===== config.mk =====
export PLATFORM = sky130hd
export DESIGN_NAME = int8_neuron_mac_activate_top
export DESIGN_NICKNAME = d
export VERILOG_FILES = /design/src/hw/rtl/nma_pkg.sv /design/src/hw/rtl/nma_front.sv /design/src/hw/rtl/nma_queue.sv /design/src/hw/rtl/nma_back.sv /design/src/hw/rtl/int8_neuron_mac_activate_top.sv
export SDC_FILE = /design/constraint.sdc
export NUM_CORES = 1
export LEC_CHECK = 0
export BUFFER_PORTS_ARGS = -buffer_cell sky130_fd_sc_hd__buf_2
export CORE_UTILIZATION = 55
export CTS_CLUSTER_SIZE = 40
export DETAILED_ROUTE_END_ITERATION = 10
export GPL_TIMING_DRIVEN = 0
export PLACE_DENSITY = 0.84
export REMOVE_ABC_BUFFERS = 1
export SLEW_MARGIN = 20
export SYNTH_ARGS = -nofsm -noshare
export SYNTH_HDL_FRONTEND = slang
export SYNTH_HIERARCHICAL = 1
export SYNTH_SLANG_ARGS = --single-unit

===== constraint.sdc =====
create_clock -name i_clk -period 6.7 [get_ports i_clk]
set_clock_uncertainty 0.15 [all_clocks]
set_input_delay 0.67 -clock i_clk [delete_from_list [all_inputs] [get_ports i_clk]]
set_output_delay 0.67 -clock i_clk [all_outputs]
set_load 0.02 [all_outputs]

===== src/hw/rtl/nma_pkg.sv =====
`default_nettype none
// ----------------------------------------------------------------------------
// nma_pkg: shared types and constants for the int8 neuron datapath
// Item layout between the front end, the queue and the back end, plus
// activation mode codes and fixed datapath widths.
// ----------------------------------------------------------------------------
package nma_pkg;

    localparam int DATA_W          = 8;
    localparam int PROD_W          = 2 * DATA_W;
    localparam int ACC_W           = 32;
    localparam int MODE_W          = 2;
    localparam int REQ_SHIFT       = 7;
    localparam int QUOT_W          = ACC_W - REQ_SHIFT;
    localparam int BIASED_W        = QUOT_W + 1;
    localparam int NMA_QUEUE_DEPTH = 4;

    localparam logic [MODE_W-1:0] MODE_LINEAR = 2'd0;
    localparam logic [MODE_W-1:0] MODE_RELU   = 2'd1;
    localparam logic [MODE_W-1:0] MODE_SIGN   = 2'd2;

    localparam logic signed [DATA_W-1:0] OUT_MAX = 8'sd127;
    localparam logic signed [DATA_W-1:0] OUT_MIN = -8'sd128;

    typedef struct packed {
        logic signed [PROD_W-1:0] prod;
        logic signed [DATA_W-1:0] bias;
        logic                     last;
    } t_item;

    typedef struct packed {
        logic full;
        logic empty;
    } t_q_stat;

endpackage
`default_nettype wire


===== src/hw/rtl/nma_front.sv =====
`default_nettype none
// ----------------------------------------------------------------------------
// nma_front: input stage
// Takes one weight/activation pair per cycle while o_stall is low, forms the product and holds
// the item until the queue has room.
// ----------------------------------------------------------------------------
module nma_front (
    input  wire logic                              i_clk,
    input  wire logic                              i_rst_n,
    input  wire logic                              i_valid,
    output logic                                   o_stall,
    input  wire logic signed [nma_pkg::DATA_W-1:0] i_weight,
    input  wire logic signed [nma_pkg::DATA_W-1:0] i_in_value,
    input  wire logic signed [nma_pkg::DATA_W-1:0] i_bias,
    input  wire logic                              i_last,
    output logic                                   o_push,
    output nma_pkg::t_item                         o_item,
    input  nma_pkg::t_q_stat                       i_qstat
);
    import nma_pkg::*;

    logic                     r_vld;
    logic                     n_vld;
    t_item                    r_item;
    logic                     w_take;
    logic signed [PROD_W-1:0] w_prod;

    assign w_prod  = i_weight * i_in_value;
    assign o_stall = r_vld & i_qstat.full;
    assign w_take  = i_valid & ~o_stall;
    assign o_push  = r_vld & ~i_qstat.full;
    assign o_item  = r_item;
    assign n_vld   = w_take | (r_vld & ~o_push);

    always_ff @(posedge i_clk) begin
        if (!i_rst_n) begin
            r_vld <= 1'b0;
        end else begin
            r_vld <= n_vld;
        end
    end

    always_ff @(posedge i_clk) begin
        if (w_take) begin
            r_item.prod <= w_prod;
            r_item.bias <= i_bias;
            r_item.last <= i_last;
        end
    end

`ifndef SYNTH
    // held item must survive a full queue untouched
    a_hold_when_full: assert property (@(posedge i_clk) disable iff (!i_rst_n)
        o_stall |=> r_vld && $stable(r_item))
        else $error("front item lost or altered while queue full");
`endif

endmodule
`default_nettype wire


===== src/hw/rtl/nma_queue.sv =====
`default_nettype none
// ----------------------------------------------------------------------------
// nma_queue: short item queue
// Register-based FIFO between front and back ends; head is read directly.
// ----------------------------------------------------------------------------
module nma_queue #(
    parameter int DEPTH = nma_pkg::NMA_QUEUE_DEPTH
) (
    input  wire logic         i_clk,
    input  wire logic         i_rst_n,
    input  wire logic         i_push,
    input  nma_pkg::t_item    i_item,
    input  wire logic         i_pop,
    output nma_pkg::t_item    o_head,
    output nma_pkg::t_q_stat  o_stat
);
    import nma_pkg::*;

    localparam int PTR_W = (DEPTH > 1) ? $clog2(DEPTH) : 1;
    localparam int CNT_W = $clog2(DEPTH + 1);
    localparam logic [PTR_W-1:0] PTR_LAST = PTR_W'(DEPTH - 1);
    localparam logic [CNT_W-1:0] CNT_FULL = CNT_W'(DEPTH);

    t_item            r_mem [DEPTH];
    logic [PTR_W-1:0] r_wr_ptr;
    logic [PTR_W-1:0] r_rd_ptr;
    logic [CNT_W-1:0] r_count;
    logic [PTR_W-1:0] n_wr_ptr;
    logic [PTR_W-1:0] n_rd_ptr;
    logic [CNT_W-1:0] n_count;

    assign o_stat.full  = (r_count == CNT_FULL);
    assign o_stat.empty = (r_count == '0);
    assign o_head       = r_mem[r_rd_ptr];

    always_comb begin
        n_wr_ptr = r_wr_ptr;
        n_rd_ptr = r_rd_ptr;
        n_count  = r_count;
        if (i_push) begin
            n_wr_ptr = (r_wr_ptr == PTR_LAST) ? '0 : r_wr_ptr + 1'b1;
        end
        if (i_pop) begin
            n_rd_ptr = (r_rd_ptr == PTR_LAST) ? '0 : r_rd_ptr + 1'b1;
        end
        if (i_push && !i_pop) begin
            n_count = r_count + 1'b1;
        end else if (i_pop && !i_push) begin
            n_count = r_count - 1'b1;
        end
    end

    always_ff @(posedge i_clk) begin
        if (!i_rst_n) begin
            r_wr_ptr <= '0;
            r_rd_ptr <= '0;
            r_count  <= '0;
        end else begin
            r_wr_ptr <= n_wr_ptr;
            r_rd_ptr <= n_rd_ptr;
            r_count  <= n_count;
        end
    end

    always_ff @(posedge i_clk) begin
        if (i_push) begin
            r_mem[r_wr_ptr] <= i_item;
        end
    end

`ifndef SYNTH
    a_cnt_range: assert property (@(posedge i_clk) disable iff (!i_rst_n)
        r_count <= CNT_FULL)
        else $error("queue count beyond depth");

    a_no_overflow: assert property (@(posedge i_clk) disable iff (!i_rst_n)
        !(i_push && o_stat.full) && !(i_pop && o_stat.empty))
        else $error("queue push when full or pop when empty");
`endif

endmodule
`default_nettype wire


===== src/hw/rtl/nma_back.sv =====
`default_nettype none
// ----------------------------------------------------------------------------
// nma_back: accumulate and finish
// Adds each product to the accumulator; on the last element requantises,
// biases, clamps and activates into the output register.
// ----------------------------------------------------------------------------
module nma_back (
    input  wire logic                              i_clk,
    input  wire logic                              i_rst_n,
    input  nma_pkg::t_item                         i_head,
    input  nma_pkg::t_q_stat                       i_qstat,
    output logic                                   o_pop,
    input  wire logic                              i_cfg_valid,
    output logic                                   o_cfg_ready,
    input  wire logic [nma_pkg::MODE_W-1:0]        i_cfg_data,
    output logic                                   o_valid,
    input  wire logic                              i_stall,
    output logic signed [nma_pkg::DATA_W-1:0]      o_neuron_out
);
    import nma_pkg::*;

    logic        [MODE_W-1:0]   r_mode;
    logic signed [ACC_W-1:0]    r_acc;
    logic signed [ACC_W-1:0]    n_acc;
    logic                       r_out_vld;
    logic                       n_out_vld;
    logic signed [DATA_W-1:0]   r_out;
    logic                       w_out_free;
    logic                       w_fin;
    logic signed [ACC_W-1:0]    w_sum;
    logic signed [QUOT_W-1:0]   w_quot;
    logic signed [BIASED_W-1:0] w_biased;
    logic signed [DATA_W-1:0]   w_clamped;
    logic signed [DATA_W-1:0]   w_act;

    assign o_cfg_ready  = 1'b1;
    assign o_valid      = r_out_vld;
    assign o_neuron_out = r_out;

    assign w_out_free = ~r_out_vld | ~i_stall;
    assign o_pop      = ~i_qstat.empty & (~i_head.last | w_out_free);
    assign w_fin      = o_pop & i_head.last;

    // floor divide by 128 is the arithmetic shift, i.e. the upper bits
    assign w_sum    = r_acc + ACC_W'(i_head.prod);
    assign w_quot   = w_sum[ACC_W-1:REQ_SHIFT];
    assign w_biased = BIASED_W'(w_quot) + BIASED_W'(i_head.bias);

    always_comb begin
        if (w_biased > BIASED_W'(OUT_MAX)) begin
            w_clamped = OUT_MAX;
        end else if (w_biased < BIASED_W'(OUT_MIN)) begin
            w_clamped = OUT_MIN;
        end else begin
            w_clamped = w_biased[DATA_W-1:0];
        end
    end

    always_comb begin
        case (r_mode)
            MODE_RELU: begin
                w_act = w_clamped[DATA_W-1] ? '0 : w_clamped;
            end
            MODE_SIGN: begin
                w_act = w_clamped[DATA_W-1] ? OUT_MIN : OUT_MAX;
            end
            default: begin
                w_act = w_clamped;
            end
        endcase
    end

    always_comb begin
        n_acc     = r_acc;
        n_out_vld = r_out_vld;
        if (o_pop) begin
            n_acc = i_head.last ? '0 : w_sum;
        end
        if (w_out_free) begin
            n_out_vld = w_fin;
        end
    end

    always_ff @(posedge i_clk) begin
        if (!i_rst_n) begin
            r_mode    <= MODE_LINEAR;
            r_acc     <= '0;
            r_out_vld <= 1'b0;
        end else begin
            if (i_cfg_valid && o_cfg_ready) begin
                r_mode <= i_cfg_data;
            end
            r_acc     <= n_acc;
            r_out_vld <= n_out_vld;
        end
    end

    always_ff @(posedge i_clk) begin
        if (w_fin) begin
            r_out <= w_act;
        end
    end

`ifndef SYNTH
    a_fin_clears: assert property (@(posedge i_clk) disable iff (!i_rst_n)
        w_fin |=> r_out_vld && (r_acc == '0))
        else $error("finished neuron did not present result and clear");
`endif

endmodule
`default_nettype wire


===== src/hw/rtl/int8_neuron_mac_activate_top.sv =====
`default_nettype none
// Registers from input transfer to result valid: front item, queue entry, output.
// Throughput: one element per cycle while o_stall is low, set by the single accumulate adder.
// Queue of QUEUE_DEPTH items decouples input acceptance from the output stall.
// Reset (synchronous, active low) clears accumulator, queue, mode to linear.
// ----------------------------------------------------------------------------
// int8_neuron_mac_activate_top: quantised neuron
// Int8 multiply-accumulate with requantise, bias, clamp and activation.
// ----------------------------------------------------------------------------
module int8_neuron_mac_activate_top #(
    parameter int QUEUE_DEPTH = nma_pkg::NMA_QUEUE_DEPTH
) (
    input  wire logic                              i_clk,
    input  wire logic                              i_rst_n,
    input  wire logic                              i_valid,
    output logic                                   o_stall,
    input  wire logic signed [nma_pkg::DATA_W-1:0] i_weight,
    input  wire logic signed [nma_pkg::DATA_W-1:0] i_in_value,
    input  wire logic signed [nma_pkg::DATA_W-1:0] i_bias,
    input  wire logic                              i_last,
    input  wire logic                              i_cfg_valid,
    output logic                                   o_cfg_ready,
    input  wire logic [nma_pkg::MODE_W-1:0]        i_cfg_data,
    output logic                                   o_valid,
    input  wire logic                              i_stall,
    output logic signed [nma_pkg::DATA_W-1:0]      o_neuron_out
);
    import nma_pkg::*;

    logic    w_push;
    logic    w_pop;
    t_item   w_item;
    t_item   w_head;
    t_q_stat w_qstat;

    nma_front u_front (
        .i_clk      (i_clk),
        .i_rst_n    (i_rst_n),
        .i_valid    (i_valid),
        .o_stall    (o_stall),
        .i_weight   (i_weight),
        .i_in_value (i_in_value),
        .i_bias     (i_bias),
        .i_last     (i_last),
        .o_push     (w_push),
        .o_item     (w_item),
        .i_qstat    (w_qstat)
    );

    nma_queue #(
        .DEPTH (QUEUE_DEPTH)
    ) u_queue (
        .i_clk   (i_clk),
        .i_rst_n (i_rst_n),
        .i_push  (w_push),
        .i_item  (w_item),
        .i_pop   (w_pop),
        .o_head  (w_head),
        .o_stat  (w_qstat)
    );

    nma_back u_back (
        .i_clk        (i_clk),
        .i_rst_n      (i_rst_n),
        .i_head       (w_head),
        .i_qstat      (w_qstat),
        .o_pop        (w_pop),
        .i_cfg_valid  (i_cfg_valid),
        .o_cfg_ready  (o_cfg_ready),
        .i_cfg_data   (i_cfg_data),
        .o_valid      (o_valid),
        .i_stall      (i_stall),
        .o_neuron_out (o_neuron_out)
    );

endmodule
`default_nettype wire


[Yosys cells after proc, flatten, opt, wreduce, memory -nomap -nowiden]
Memory sizes are Yosys's and may differ from the RTL's. A register that Yosys moved wholly into a read port is not among the register bits.
Cells that the tools add are included.
Operators by class
  add/sub/neg operators: 6
  $mul: 1
  magnitude comparators: 2
  equal/unequal tests: 5
  mux-type cells: 14
  bitwise gates (word level): 16
  reductions and logical operators: 6
Operators with widths (number)
  $add 32x16->32: 1
  $mux 32: 1
  $add 25x8->26: 1
  $gt 26x8->1 const B: 1
  $lt 26x8->1 const B: 1
  $mux 8: 3
  $mul 8x8->16: 1
  $pmux 8 s2: 1
  $mux 2: 4
  $mux 7: 1
  $not 1->1: 7
  $and 1x1->1: 6
  $eq 2x2->1 const B: 3
  $mux 3: 2
  $add 2x1->2 const B: 2
  $add 3x1->3 const B: 1
  $eq 3x3->1 const B: 1
  $logic_not 3->1: 1
  $or 1x1->1: 3
  $sub 3x1->3 const B: 1
  $eq 2x1->1 const B: 1
  $logic_and 1x1->1: 2
  $logic_not 1->1: 2
  $mux 1: 2
  $reduce_bool 2->1: 1
Storage, ports and cells
  bits in registers: 76
  RAM bits: 100
  input bits: 32
  logic and storage cells: 62
  memories: 1
Memories
  u_queue.r_mem: depth 4, bits a word 25, read ports 1, clocked after memory_dff 1, write ports 1, RTL line nma_queue.sv:24  | t_item r_mem [DEPTH];

[Logic depth before layout (Yosys ltp)]
  word-level depth: 7
  gate-level depth with buffers: 25
  mapped depth without buffers: 22

[Modules after synthesis]
The synthesis kept the hierarchy.
By module, submodules not included
  nma_back: instances 1, cells an instance 613, area each 4942.2 µm²
  nma_queue: instances 1, cells an instance 175, area each 4108.9 µm²
  nma_front: instances 1, cells an instance 319, area each 3324.4 µm²

[Least setup slack after synthesis]
No wires, ideal clock.
  path type: register -> register
  start: register with a tool-made name
  end: register u_back.r_out[2] (netlist: u_back/o_neuron_out[2]) (data pin)
  library setup time: 0.254 ns
  data arrival time: 5.382 ns
  required time: 6.296 ns
  path slack: 0.913 ns
  cell stages (with the launch flop): 24
  path buffers: 3
  period minus slack after synthesis: 5.787 ns
  cell sequence: dfxtp_1 -> buf_6 -> buf_12 -> mux4_2 -> ha_1 -> a2111oi_0 -> o21ai_0 -> a21o_1 -> o21ai_0 -> a21oi_1 -> a211oi_1 -> o21ai_0 -> xor2_1 -> ha_1 -> clkbuf_2 -> a21o_1 -> a21o_1 -> a2111oi_0 -> nor3_1 -> a41oi_1 -> o221ai_1 -> o21a_1 -> a31o_2 -> a21o_2
RTL lines
  to (signal assigned): RTL line nma_back.sv:100  | r_out <= w_act;
  to (decl): RTL line nma_back.sv:27  | logic signed [DATA_W-1:0] r_out;

==> results.cfg <==
[global_route]
grt.total_usage_pct = 22.88
grt_pass1_wl_um = 42310
grt_pass1_vias = 8691
grt_overflow = 0
grt_max_degree = 35
antenna_found_initial = 0

[final_layout]
multi_input_area_um2 = 6927
final_nets = 1331
regArea_um2 = 4902
mostFrequentLayoutCells = edfxtp_1, inv_1, ha_1, a21oi_1, nand2_1
final_common_cell = edfxtp_1
num_antenna_cells = 0
final_util_pct = 61.28
nFillCells = 1643
drive_gt1_share_pct = 12.26
area_growth_pct = 8.736

[timing]
max_freq_ghz = 0.1570
period_share_pct = 95.09
finalSetupViolCount = 0
tightest_slew_ns = 1.089
drv_slew = 0
max_slew_margin_pct = 27.11
rsz0062_at_grt = false
finalHoldViolations = 0
setup_ws_ns = 0.3288
fin_crit_ns = 6.371

[hold_path]
whs_path_depth = 1
min_to = u_front/o_item[2]
holdCritStartpoint = i_bias[1]
hp-class = input pin to register

[placement]
gp_congestion = 0.9153
io_buffers = 41
dpl.hpwl_um = 18630
pre_cts_slack_ns = -0.05372

[worst_setup_path]
r2r_cells = 21
slowest_delay_ns = 0.64
end_kind = register
crit_slowest_cell = mux4_1
worstPathArrival_ns = 6.41
critPathRequiredTime_ns = 6.74
rr_endpoint = u_back/o_neuron_out[2]
cp-start-kind = register
path_buf_inv = 1
crit_family = compound AO/OA/AOI/OAI gates
critical_path.cell_chain = buf_12 -> mux4_1 -> ha_1 -> o21ai_0 -> a211oi_1 -> a21o_1 -> o21ai_0 -> a21oi_1 -> a211oi_2 -> o21ai_0 -> xor2_1 -> ha_1 -> a21o_1 -> a21o_1 -> a2111oi_1 -> nor3_1 -> a41oi_2 -> xnor2_1 -> and3_1 -> a31o_2 -> a21o_2
r2r_slack_ns = 0.33
cp_max_fo = 20
crit_type = register to register

[yosys]
ys_async_sr_fraction_pct = 0
synth_cell_types = 85
syn_avg_cell_area_um2 = 11.18
ys_ff_latch = 178
yosysWarningCount = 6
synthTopCellsByArea = edfxtp_1, ha_1, fa_1
synthCells = 1107
synth_edf_count = 133
ys_seq_area_share_pct = 39.55
syn_area_um2 = 12380
synth_top_area_share_pct = 32.27
synth-main-ff-cell = edfxtp_1
yosysTopAreaCell = edfxtp_1

[floorplan]
initial_core_util_pct = 56.36
core_um2 = 21960
io_pins = 43
rows = 54
die_y_um = 152.0
dieWidth_um = 152.0
die_area_um2 = 23110

[drt]
vias = 8579
wire_per_inst_um = 17.77
dr.pass1.iters = 5
drc = 0
wirelength_um = 25550
viasPerCell = 5.966
ant_nets = 0
drtIter0Drc = 547

[clock_tree]
root_buffer = clkbuf_16
htree_levels = 4
clkSinkCount = 178
cts_max_path_buffers = 2
cts_buffers = 17
path_clk_slew_ns = 0.08
cts_tree = yes
insertion_delay_ns = 0.44
holdBufCountCts = 0

[job]
max-cap-violations = 0

[status]
status = completed
[metrics by stage]
| stage | cells | area (um^2) | TNS [ns] | hold slack [ns] |
|---|---|---|---|---|
| 2_1_floorplan | 1082 | 12200 | 0 | 0.2965 |
| 3_3_place_gp | 1403 | 12750 | -5.707 | 0.3131 |
| 3_5_place_dp | 1405 | 12810 | -0.1346 | 0.3133 |
| 4_1_cts | 1438 | 13430 | 0 | 0.2418 |
| 5_1_grt | 1438 | 13460 | 0 | 0.2407 |
| 6_report | 1438 | 13460 | 0 | 0.2587 |
[how the worst max path moves through the flow]
stage / start / to / slack (ns) / cells after the start
global route: register / u_back/o_neuron_out[2] / 0.008 / 21
floorplan: register / u_back/o_neuron_out[2] / 0.27 / 20
CTS: register / u_back/o_neuron_out[2] / 0.04 / 21
detailed placement: register / u_back/o_neuron_out[2] / -0.05 / 21
global placement: register / u_back/o_neuron_out[2] / -0.81 / 20
finish: register / u_back/o_neuron_out[2] / 0.33 / 21
[repair_timing]
action                                  CTS  global route
endpoints found under the setup margin    7             7
resized for setup                         2             8
setup buffers                             1             0
[cell families (layout without fill, tap and decap cells)]
logic type	count (synthesis)	count (layout)	synth area share, %
multiplexers	35	35	5.540
AO/OA/AOI/OAI	260	260	14.62
buffers and inverters	137	188	4.833
adder cells (fa/ha/maj)	154	154	19.09
other	1	1	0.03030
flip-flops	178	178	39.55
XOR/XNOR	57	57	4.034
AND/OR/NAND/NOR	285	285	12.30
[synth_stat cells (all sizes together) (3+ instances only)]
library cell	instances
a21oi	65
a22oi	15
edfxtp	133
xnor2	38
or2	3
a2111oi	7
a21o	26
xor2	19
o21bai	7
nor4	3
a31oi	5
dfxtp	45
and4	3
or3	7
o31a	4
clkbuf	15
a211oi	15
nand4	7
nor2	49
mux4	25
o21ai	44
inv	112
a21boi	6
and3	12
mux2i	7
fa	58
mux2	3
a221oi	5
a31o	4
ha	96
nor4b	3
nor2b	42
o21a	15
nand3	14
o211ai	7
a211o	3
nand2	60
buf	10
nor3	18
or4	3
a22o	10
and2	58
[flip-flops by register name, summed over array words and instances (netlist names), 2 cells and up, named ones only]
register	flops
u_back/o_neuron_out	8
u_back/r_acc	32
u_back/r_mode	2
u_front/o_item	25
u_queue/r_count	3
u_queue/r_mem	100
u_queue/r_rd_ptr	2
u_queue/r_wr_ptr	2
[worst reg2reg max path, stage by stage, from the launching register on]
cell and delay, ns:
dfxtp_4 0.44, buf_12 0.22, mux4_1 0.65, ha_1 0.42, o21ai_0 0.16, a211oi_1 0.34, a21o_1 0.22, o21ai_0 0.12
a21oi_1 0.29, a211oi_2 0.10, o21ai_0 0.30, xor2_1 0.25, ha_1 0.37, a21o_1 0.28, a21o_1 0.22, a2111oi_1 0.41
nor3_1 0.13, a41oi_2 0.23, xnor2_1 0.14, and3_1 0.19, a31o_2 0.29, a21o_2 0.22
[layer usage]
layer | GRT usage [%] | share of wire (%) | up-vias
li1 | - | - | 4093
met1 | 27.61 | 42 | 4206
met2 | 41.09 | 51 | 240
met3 | 3.052 | 3.8 | 40
met4 | 9.815 | 2.6 | 0
met5 | 0 | 0 | -
[cell type report]
class,instances,area share [%]
clock inverters,15,1.330
inverters,112,3.124
clock buffers,17,3.161
multi-input cells,792,51.47
flip-flops and latches,178,36.43
well taps,280,2.603
repair buffers,44,1.878
Power is left out: the tool's default activity adds up to more than one toggle a clock period on the data nets, which glitch-free logic cannot reach.
